## src/sv/fdfc_pkg.sv

```systemverilog
// Package for the flood duplicate filter cache.
// Holds default sizes, field widths, controller state and control structs.
// No dependencies.
package fdfc_pkg;

  localparam int TABLE_ENTRIES_DEF = 16;
  localparam int STAMP_BITS_DEF    = 32;
  localparam int IN_W              = 32;
  localparam int SLOT_W            = 4;
  localparam int OUT_DATA_W        = 8;

  typedef enum logic [1:0] {
    ST_IDLE,
    ST_SCAN,
    ST_FINISH
  } state_t;

  typedef struct packed {
    logic start;
    logic finish;
  } cmd_t;

  typedef struct packed {
    logic scan_done;
    logic out_free;
  } status_t;

endpackage

```

## src/sv/fdfc_ram.sv

```systemverilog
// Generic single-write, single-read RAM with registered read data.
// No dependencies.
module fdfc_ram #(
  parameter int WIDTH = 32,
  parameter int DEPTH = 16
) (
  input  logic                     clk,
  input  logic                     we,
  input  logic [$clog2(DEPTH)-1:0] waddr,
  input  logic [WIDTH-1:0]         wdata,
  input  logic                     re,
  input  logic [$clog2(DEPTH)-1:0] raddr,
  output logic [WIDTH-1:0]         rdata
);

  logic [WIDTH-1:0] mem [DEPTH];

  always_ff @(posedge clk) begin
    if (we) begin
      mem[waddr] <= wdata;
    end
    if (re) begin
      rdata <= mem[raddr];
    end
  end

endmodule

```

## src/sv/fdfc_ctrl.sv

```systemverilog
// Controller state machine for the flood duplicate filter cache.
// Depends on fdfc_pkg.
module fdfc_ctrl (
  input  logic             clk,
  input  logic             rst,
  input  logic             s_tvalid,
  output logic             s_tready,
  input  fdfc_pkg::status_t status,
  output fdfc_pkg::cmd_t    cmd
);

  fdfc_pkg::state_t state, state_next;

  always_ff @(posedge clk) begin
    if (rst) begin
      state <= fdfc_pkg::ST_IDLE;
    end else begin
      state <= state_next;
    end
  end

  always_comb begin
    state_next = state;
    s_tready   = 1'b0;
    cmd        = '0;
    unique case (state)
      fdfc_pkg::ST_IDLE: begin
        s_tready = 1'b1;
        if (s_tvalid) begin
          cmd.start  = 1'b1;
          state_next = fdfc_pkg::ST_SCAN;
        end
      end
      fdfc_pkg::ST_SCAN: begin
        if (status.scan_done) begin
          state_next = fdfc_pkg::ST_FINISH;
        end
      end
      fdfc_pkg::ST_FINISH: begin
        if (status.out_free) begin
          cmd.finish = 1'b1;
          state_next = fdfc_pkg::ST_IDLE;
        end
      end
      default: begin
        state_next = fdfc_pkg::ST_IDLE;
      end
    endcase
  end

endmodule

```

## src/sv/fdfc_datapath.sv

```systemverilog
// Datapath: stamp table scan (match and least entry), table update, result register.
// Depends on fdfc_pkg and fdfc_ram.
module fdfc_datapath #(
  parameter int TABLE_ENTRIES = fdfc_pkg::TABLE_ENTRIES_DEF,
  parameter int STAMP_BITS    = fdfc_pkg::STAMP_BITS_DEF
) (
  input  logic                            clk,
  input  logic                            rst,
  input  fdfc_pkg::cmd_t                  cmd,
  output fdfc_pkg::status_t               status,
  input  logic [fdfc_pkg::IN_W-1:0]       s_tdata,
  output logic                            m_tvalid,
  input  logic                            m_tready,
  output logic [fdfc_pkg::OUT_DATA_W-1:0] m_tdata,
  output logic                            m_tuser
);

  localparam int IDX_W = $clog2(TABLE_ENTRIES);
  localparam logic [IDX_W-1:0] LAST_IDX = IDX_W'(TABLE_ENTRIES - 1);

  logic [STAMP_BITS-1:0]    stamp_in;
  logic [STAMP_BITS-1:0]    stamp;
  logic                     issuing;
  logic [IDX_W-1:0]         rd_idx;
  logic                     cmp_en;
  logic [IDX_W-1:0]         cmp_idx;
  logic [STAMP_BITS-1:0]    rd_data;
  logic                     vld_q;
  logic [STAMP_BITS-1:0]    entry;
  logic [TABLE_ENTRIES-1:0] valid;
  logic                     hit;
  logic [IDX_W-1:0]         hit_idx;
  logic [STAMP_BITS-1:0]    least;
  logic [IDX_W-1:0]         victim;
  logic [IDX_W-1:0]         sel_idx;
  logic [fdfc_pkg::SLOT_W-1:0] sel_slot;
  logic [fdfc_pkg::SLOT_W-1:0] slot;
  logic                     ram_we;

  generate
    if (STAMP_BITS > fdfc_pkg::IN_W) begin : g_stamp_ext
      assign stamp_in = {{(STAMP_BITS - fdfc_pkg::IN_W){1'b0}}, s_tdata};
    end else if (STAMP_BITS == fdfc_pkg::IN_W) begin : g_stamp_eq
      assign stamp_in = s_tdata;
    end else begin : g_stamp_cut
      assign stamp_in = s_tdata[STAMP_BITS-1:0];
    end

    if (IDX_W < fdfc_pkg::SLOT_W) begin : g_slot_ext
      assign sel_slot = {{(fdfc_pkg::SLOT_W - IDX_W){1'b0}}, sel_idx};
    end else if (IDX_W == fdfc_pkg::SLOT_W) begin : g_slot_eq
      assign sel_slot = sel_idx;
    end else begin : g_slot_cut
      assign sel_slot = sel_idx[fdfc_pkg::SLOT_W-1:0];
    end
  endgenerate

  assign ram_we  = cmd.finish && !hit;
  assign entry   = vld_q ? rd_data : '0;
  assign sel_idx = hit ? hit_idx : victim;

  fdfc_ram #(
    .WIDTH(STAMP_BITS),
    .DEPTH(TABLE_ENTRIES)
  ) u_ram (
    .clk  (clk),
    .we   (ram_we),
    .waddr(victim),
    .wdata(stamp),
    .re   (issuing),
    .raddr(rd_idx),
    .rdata(rd_data)
  );

  always_ff @(posedge clk) begin
    if (cmd.start) begin
      stamp <= stamp_in;
    end
    if (issuing) begin
      vld_q <= valid[rd_idx];
    end
    cmp_idx <= rd_idx;
    if (cmd.start) begin
      rd_idx <= '0;
    end else if (issuing) begin
      rd_idx <= rd_idx + 1'b1;
    end
    if (cmd.start) begin
      hit <= 1'b0;
    end else if (cmp_en && !hit && entry == stamp) begin
      hit     <= 1'b1;
      hit_idx <= cmp_idx;
    end
    if (cmp_en && (cmp_idx == '0 || entry < least)) begin
      least  <= entry;
      victim <= cmp_idx;
    end
    if (cmd.finish) begin
      m_tuser <= !hit;
      slot    <= sel_slot;
    end
  end

  always_ff @(posedge clk) begin
    if (rst) begin
      issuing  <= 1'b0;
      cmp_en   <= 1'b0;
      valid    <= '0;
      m_tvalid <= 1'b0;
    end else begin
      cmp_en <= issuing;
      if (cmd.start) begin
        issuing <= 1'b1;
      end else if (issuing && rd_idx == LAST_IDX) begin
        issuing <= 1'b0;
      end
      if (ram_we) begin
        valid[victim] <= 1'b1;
      end
      if (cmd.finish) begin
        m_tvalid <= 1'b1;
      end else if (m_tready) begin
        m_tvalid <= 1'b0;
      end
    end
  end

  assign m_tdata = {{(fdfc_pkg::OUT_DATA_W - fdfc_pkg::SLOT_W){1'b0}}, slot};

  assign status.scan_done = cmp_en && cmp_idx == LAST_IDX;
  assign status.out_free  = !m_tvalid || m_tready;

endmodule

```

## src/sv/flood_duplicate_filter_cache.sv

```systemverilog
// Flood duplicate filter cache, top level.
// Depends on fdfc_pkg, fdfc_ctrl, fdfc_datapath (and through it fdfc_ram).
//
// Usage:
//   Input stream (s_*): one transfer per received flood packet, s_tdata holds
//   its 32-bit timestamp. Output stream (m_*): one transfer per input,
//   m_tuser = forward flag (1 = new, rebroadcast; 0 = duplicate, drop),
//   m_tdata[3:0] = table slot that matched or was replaced.
//   Each packet runs a scan that reads the stamp table through its single
//   RAM read port, one entry per cycle, checking for a match and tracking
//   the least entry in the same pass; no new packet is taken until its
//   result is registered. The table write happens as the result is
//   registered.
//   The result sits in an output register; the next input is taken while it
//   waits. If the receiver stalls, a finished scan holds until the output
//   register frees.
//   Reset (rst, synchronous): clears all per-entry valid bits so the table
//   reads as all zero; no clearing pass is needed.
module flood_duplicate_filter_cache #(
  parameter int TABLE_ENTRIES = fdfc_pkg::TABLE_ENTRIES_DEF,
  parameter int STAMP_BITS    = fdfc_pkg::STAMP_BITS_DEF
) (
  input  logic                            clk,
  input  logic                            rst,
  input  logic                            s_tvalid,
  output logic                            s_tready,
  input  logic [fdfc_pkg::IN_W-1:0]       s_tdata,  // [31:0] packet_stamp
  output logic                            m_tvalid,
  input  logic                            m_tready,
  output logic [fdfc_pkg::OUT_DATA_W-1:0] m_tdata,  // [3:0] slot, [7:4] zero
  output logic                            m_tuser   // [0] forward
);

  fdfc_pkg::cmd_t    cmd;
  fdfc_pkg::status_t status;

  fdfc_ctrl u_ctrl (
    .clk     (clk),
    .rst     (rst),
    .s_tvalid(s_tvalid),
    .s_tready(s_tready),
    .status  (status),
    .cmd     (cmd)
  );

  fdfc_datapath #(
    .TABLE_ENTRIES(TABLE_ENTRIES),
    .STAMP_BITS   (STAMP_BITS)
  ) u_dp (
    .clk     (clk),
    .rst     (rst),
    .cmd     (cmd),
    .status  (status),
    .s_tdata (s_tdata),
    .m_tvalid(m_tvalid),
    .m_tready(m_tready),
    .m_tdata (m_tdata),
    .m_tuser (m_tuser)
  );

endmodule

```

## config.mk

```make
export PLATFORM = sky130hd
export DESIGN_NAME = flood_duplicate_filter_cache
export DESIGN_NICKNAME = d
export VERILOG_FILES = /design/src/sv/fdfc_pkg.sv /design/src/sv/fdfc_ram.sv /design/src/sv/fdfc_ctrl.sv /design/src/sv/fdfc_datapath.sv /design/src/sv/flood_duplicate_filter_cache.sv
export SDC_FILE = /design/constraint.sdc
export NUM_CORES = 1
export LEC_CHECK = 0
export BUFFER_PORTS_ARGS = -buffer_cell sky130_fd_sc_hd__clkbuf_2
export CORE_ASPECT_RATIO = 0.9
export CORE_MARGIN = 2
export CORE_UTILIZATION = 50
export CTS_BUF_LIST = sky130_fd_sc_hd__clkbuf_4
export CTS_CLUSTER_SIZE = 10
export DETAILED_ROUTE_END_ITERATION = 10
export PLACE_DENSITY = 0.68
export SYNTH_ARGS = -nofsm -noshare
export SYNTH_HDL_FRONTEND = slang
export SYNTH_SLANG_ARGS = --single-unit
```

## constraint.sdc

```tcl
create_clock -name clk -period 5.7 [get_ports clk]
set_clock_uncertainty 0.05 [all_clocks]
set_input_delay 1.425 -clock clk [delete_from_list [all_inputs] [get_ports clk]]
set_output_delay 1.425 -clock clk [all_outputs]
set_load 0.1 [all_outputs]
```

* After elaboration in Yosys (flattened, before gate mapping)
Memories as Yosys holds them, arrays and structs flattened. A register that Yosys moved wholly into a read port is not among the register bits. Cells that the tools add are included. W data, S select, Z words.
Storage, ports and cells: bits in writable memories 512, logic and storage cells 69, flip-flop bits (word level) 108, memories kept 1, output and inout bits 11
Cells by class: bitwise logic cells 2, reductions and logical operators 17, muxes and demuxes 21, $add $sub $neg 1, equal/unequal tests 8, magnitude comparators 4
Memory list:
- u_dp.u_ram.mem | depth 16, width 32, read ports 1, clocked after memory_dff 1, wr ports 1, RTL line fdfc_ram.sv:16 | logic [WIDTH-1:0] mem [DEPTH];
Operators by type and width (count):
- $eq A32 B32 Y1 | 1
- $lt A32 B32 Y1 | 1
- $mux W32 | 1
- $or A16 B16 Y16 | 1
- $mux W1 | 13
- $lt A4 B5 Y1 const B | 2
- $eq A4 B4 Y1 const B | 2
- $logic_and A1 B1 Y1 | 7
- $mux W2 | 3
- $ne A2 B2 Y1 const B | 3
- $pmux W2 S3 | 1
- $add A4 B1 Y4 const B | 1
- $bmux W1 S4 | 1
- $demux W1 S4 | 1
- $ge A4 B1 Y1 const B | 1
- $logic_not A4 Y1 | 1
- $mux W4 | 1
- $reduce_bool A2 Y1 | 2
- $reduce_and A3 Y1 | 1
- $eq A2 B1 Y1 const B | 1
- $eq A2 B2 Y1 const B | 1
- $logic_not A1 Y1 | 2
- $logic_not A2 Y1 | 1
- $logic_or A1 B1 Y1 | 2
- 2 further kinds | 2

* Longest topological paths before layout
word-level depth 7, gate-level depth with buffers 10

* By module
Synthesis repeated with hierarchy kept, for this count alone.
Second synthesis, totals: cell total of the unflattened synthesis 1297, area, all modules 25381.8 sq um
By module, submodules not included:
- fdfc_ram | instances 1, sequential area each 16335.7 sq um, cells each 838, area an instance 20174.3 sq um
- fdfc_datapath | instances 1, sequential area each 2902.8 sq um, cells each 448, area an instance 5111.2 sq um
- fdfc_ctrl | instances 1, sequential area each 40.0 sq um, cells each 11, area an instance 96.3 sq um

* Least setup slack after synthesis
Ideal clock, no wire load.
path kind reg2reg, from reg u_dp.vld_q, to reg u_dp.least[0] (enable), cell stages (with the launch flop) 11, path slack 0.509 ns, arrival 4.662 ns, required time 5.171 ns, library setup time 0.479 ns, cells stage by stage edfxtp_1 > clkbuf_1 > clkbuf_1 > clkbuf_1 > and2_1 > ha_1 > a21o_1 > a21o_1 > a221oi_1 > a31oi_1 > o21ai_0
On the way: word-level cells in the longest chain between the ends 4
Ends and longest elaborated chain:
- start: declaration | RTL line fdfc_datapath.sv:28 | logic vld_q;
- start signal: assignment | RTL line fdfc_datapath.sv:80 | vld_q <= valid[rd_idx];
- $mux W32 | RTL line fdfc_datapath.sv:59 | assign entry = vld_q ? rd_data : '0;
- net u_dp.entry[13] | RTL line fdfc_datapath.sv:29 | logic [STAMP_BITS-1:0] entry;
- $lt A32 B32 Y1 | RTL line fdfc_datapath.sv:94 | if (cmp_en && (cmp_idx == '0 || entry < least)) begin
- $logic_or A1 B1 Y1 | RTL line fdfc_datapath.sv:94
- $logic_and A1 B1 Y1 | RTL line fdfc_datapath.sv:94
- end signal: assignment | RTL line fdfc_datapath.sv:95 | least <= entry;
- end: declaration | RTL line fdfc_datapath.sv:33 | logic [STAMP_BITS-1:0] least;
The timed path passes the listed nets, and every way through them passes these cells. A chain may end at the register's enable or synchronous reset.

* Final worst setup path
from reg u_dp.vld_q, to reg u_dp.least[16] (enable)
The elaborated chain is that of the path after synthesis.

==> impl_metrics.csv <==
group,metric,value,unit
hold_path,whs_path_depth,2,
timing,fmax,253,MHz
placed_design,dp_hpwl,33100,um
hold_path,holdPathEnd,"u_dp.valid[13]$_SDFFE_PP0P_",
grt,grt_max_degree,84,
cells_and_area,fillers,3775,
detailed_routing,routed_wl,55200,um
timing,hold_viol,0,
clock_network,post-cts-setup-buffer-count,0,
grt,grt_pass1_wl,82600,um
hold_path,hp-class,"reg -> reg",
critical_path,critPathMaxStageDelay,1240,ps
synthesis,syn_area,25600,um2
hold_path,hp-start,"u_dp.valid[13]$_SDFFE_PP0P_",
grt,antenna_found_initial,3,
run_status,status,"completed",
clock_network,postCtsResizedCells,0,
critical_path,ff2ff_setup_slack,1740,ps
clock_network,cts_tree,"yes",
timing,min_period_over_period,0.695,
detailed_routing,drc,0,
synthesis,syn_inst,1240,
timing,setup_viol,0,
clock_network,clk_pin_slew,60,ps
synthesis,synth.distinct_cells,52,
cells_and_area,synthToLayoutAreaGrowth,12.9,%
detailed_routing,antenna_left,0,
grt,grt_pass1_vias,13300,
detailed_routing,dr.first_iter.drc_count,1429,
timing,tightestPinTransition,1340,ps
synthesis,ys_ff_latch,652,
timing,whs,417,ps
flow_run,cap_violations,0,
floorplan,die_y,219,um
placed_design,place_congestion,0.842,
pwr,ir_drop,0.000180,V
critical_path,arrival,4430,ps
synthesis,async_flop_share,0,
clock_network,clock-sinks,652,
cells_and_area,fin_nets,1492,
critical_path,start_kind,"flip-flop",
detailed_routing,routedWlPerCell,24.8,um
pwr,p_per_area,364,nW/um2
floorplan,coreArea,50500,um2
floorplan,die_w,242,um
floorplan,pin_count,47,
timing,finalMaxSlewViolations,0,
clock_network,cts.htree.levels,4,
detailed_routing,dr.pass1.iters,5,
clock_network,cts-root-buf,"clkbuf_4",
timing,grt_setup_unrepaired,"no",
detailed_routing,routed_via_density,5.74,
timing,setup_tns,0,ps
timing,max_slew_margin,0.106,
detailed_routing,via_count,12800,
critical_path,critPathKind,"reg -> reg",
cells_and_area,multi_input_area,5960,um2
floorplan,start_util,0.507,
synthesis,postSynthAreaPerCell,20.6,um2
grt,grt_overflow_total,0,
floorplan,die_area,52900,um2
synthesis,ys.flop_type,"edfxtp_1",
clock_network,cts_inserted_buffers,164,
timing,finalCriticalPeriod,3960,ps
critical_path,crit_required,6170,ps
critical_path,r2r-start,"u_dp.vld_q$_DFFE_PP_",
floorplan,num_rows,78,
critical_path,worstPathCellList,"buf_4 > and2_1 > ha_1 > nand4_1 > inv_1 > a221oi_1 > a31oi_1 > o21ai_4",
cells_and_area,drive_gt1_frac,0.333,
critical_path,path_max_fanout,49,
critical_path,ff2ff_path_depth,8,
placed_design,portBuffers,42,
grt,grt_usage,0.217,
synthesis,yosysSeqAreaShare,0.754,
clock_network,cts_hold_buf,0,
critical_path,r2r_end,"u_dp.least[16]$_DFFE_PP_",
clock_network,clockBufferDepth,3,
critical_path,critPathSlowestCell,"edfxtp_1",
synthesis,yosys_warnings,0,
pwr,leakage,9.38,nW
synthesis,synth_edf_count,622,
clock_network,worstSkewPairLatency,950,ps
cells_and_area,seq_area,19300,um2
critical_path,endpoint_kind,"flip-flop",
registers in the layout, indices dropped and copies added, names as in the netlist:
register          flops
u_dp.vld_q            1
u_dp.stamp           32
u_dp.cmp_idx          4
u_ctrl.state          2
u_dp.m_tvalid         1
u_dp.victim           4
u_dp.m_tuser          1
u_dp.hit_idx          4
u_dp.valid           16
u_dp.cmp_en           1
u_dp.rd_idx           4
u_dp.u_ram.rdata     32
u_dp.least           32
u_dp.hit              1
u_dp.issuing          1
u_dp.slot             4
u_dp.u_ram.mem      512
placed cells by master, fill, tap and decap left out, types with 26 or more instances in the layout:
cell type / instances
ha_1: 32
mux4_2: 165
nand2_1: 33
and2_1: 31
edfxtp_1: 622
nor2_1: 38
a21oi_1: 26
clkbuf_4: 237
buf_4: 26
clkinv_1: 32
clkbuf_2: 42
inv_1: 42
stage by stage:
step	instances	instance area, um2	power, W	util	setup slack, ps
2_1_floorplan	1243	25600	0.00628	-	509
3_3_place_gp	1938	26700	0.00660	0.529	1710
3_5_place_dp	1938	26700	0.00662	0.529	1660
4_1_cts	2224	28900	0.0106	0.572	1750
5_1_grt	2226	28900	0.0110	0.572	1290
6_report	2226	28900	0.0105	0.572	1740
worst max-delay path: cells and delay by family (launching register included):
kind	cells	cell delay (ps)
AO/OA/AOI/OAI	3	1320
AND/OR/NAND/NOR	2	280
adder cells (fa/ha/maj)	1	230
buffers and inverters	2	430
flip-flops	1	1240
where the power goes:
part           internal, W  switching [W]
Clock              0.00218        0.00182
Sequential         0.00534       0.000191
Combinational     0.000495       0.000476
Total              0.00802        0.00249
synth_stat cells, types with 14 or more instances:
library cell,count,share of area
nor2_1,50,0.0073
dfxtp_1,30,0.023
a21oi_1,26,0.0051
and2_1,31,0.0076
ha_1,32,0.016
nand4_1,14,0.0034
inv_1,42,0.0062
edfxtp_1,622,0.73
clkbuf_1,28,0.0041
o21ai_0,17,0.0033
mux4_2,165,0.15
nand2_1,33,0.0048
area by class of cell:
cell class | count | area share
Inverter | 42 | 0.00546
Sequential cell | 652 | 0.669
Tap cell | 680 | 0.0295
Clock inverter | 49 | 0.0126
Multi-Input combinational cell | 494 | 0.207
Timing Repair Buffer | 70 | 0.0154
Antenna cell | 2 | 0.000173
Clock buffer | 237 | 0.0617
cell families (layout without fill, tap and decap cells):
group	Yosys count	count (layout)	share of synthesized area
DFF	652	652	0.754
and+or+nand+nor	189	189	0.0386
muxes	168	168	0.147
buffers and inverters	97	398	0.0178
AOI/OAI and AO/OA	85	85	0.0214
adders and majority gates	32	32	0.0157
xor gates and xnor gates	16	16	0.00548
other	1	6	0.000147
layer usage:
layer,share of wire,wire (um),GRT usage
met5,0,0,0
met4,0.017,932,0.0800
met3,0.089,4920,0.0713
met2,0.47,25800,0.323
met1,0.43,23500,0.303
how the worst max path moves through the flow:
stage | slack [ps] | depth (start not counted) | from | endpoint
3_3_place_gp | 1710 | 6 | s_tvalid | u_dp.hit_idx[1]$_DFFE_PP_
5_1_grt | 1290 | 8 | u_dp.vld_q$_DFFE_PP_ | u_dp.victim[0]$_DFFE_PP_
3_5_place_dp | 1660 | 6 | s_tvalid | u_dp.hit_idx[2]$_DFFE_PP_
6_report | 1740 | 8 | u_dp.vld_q$_DFFE_PP_ | u_dp.least[16]$_DFFE_PP_
2_1_floorplan | 510 | 10 | u_dp.vld_q$_DFFE_PP_ | u_dp.least[0]$_DFFE_PP_
4_1_cts | 1750 | 8 | u_dp.vld_q$_DFFE_PP_ | u_dp.victim[0]$_DFFE_PP_
Note: power is estimated with default switching activity, not from simulation.
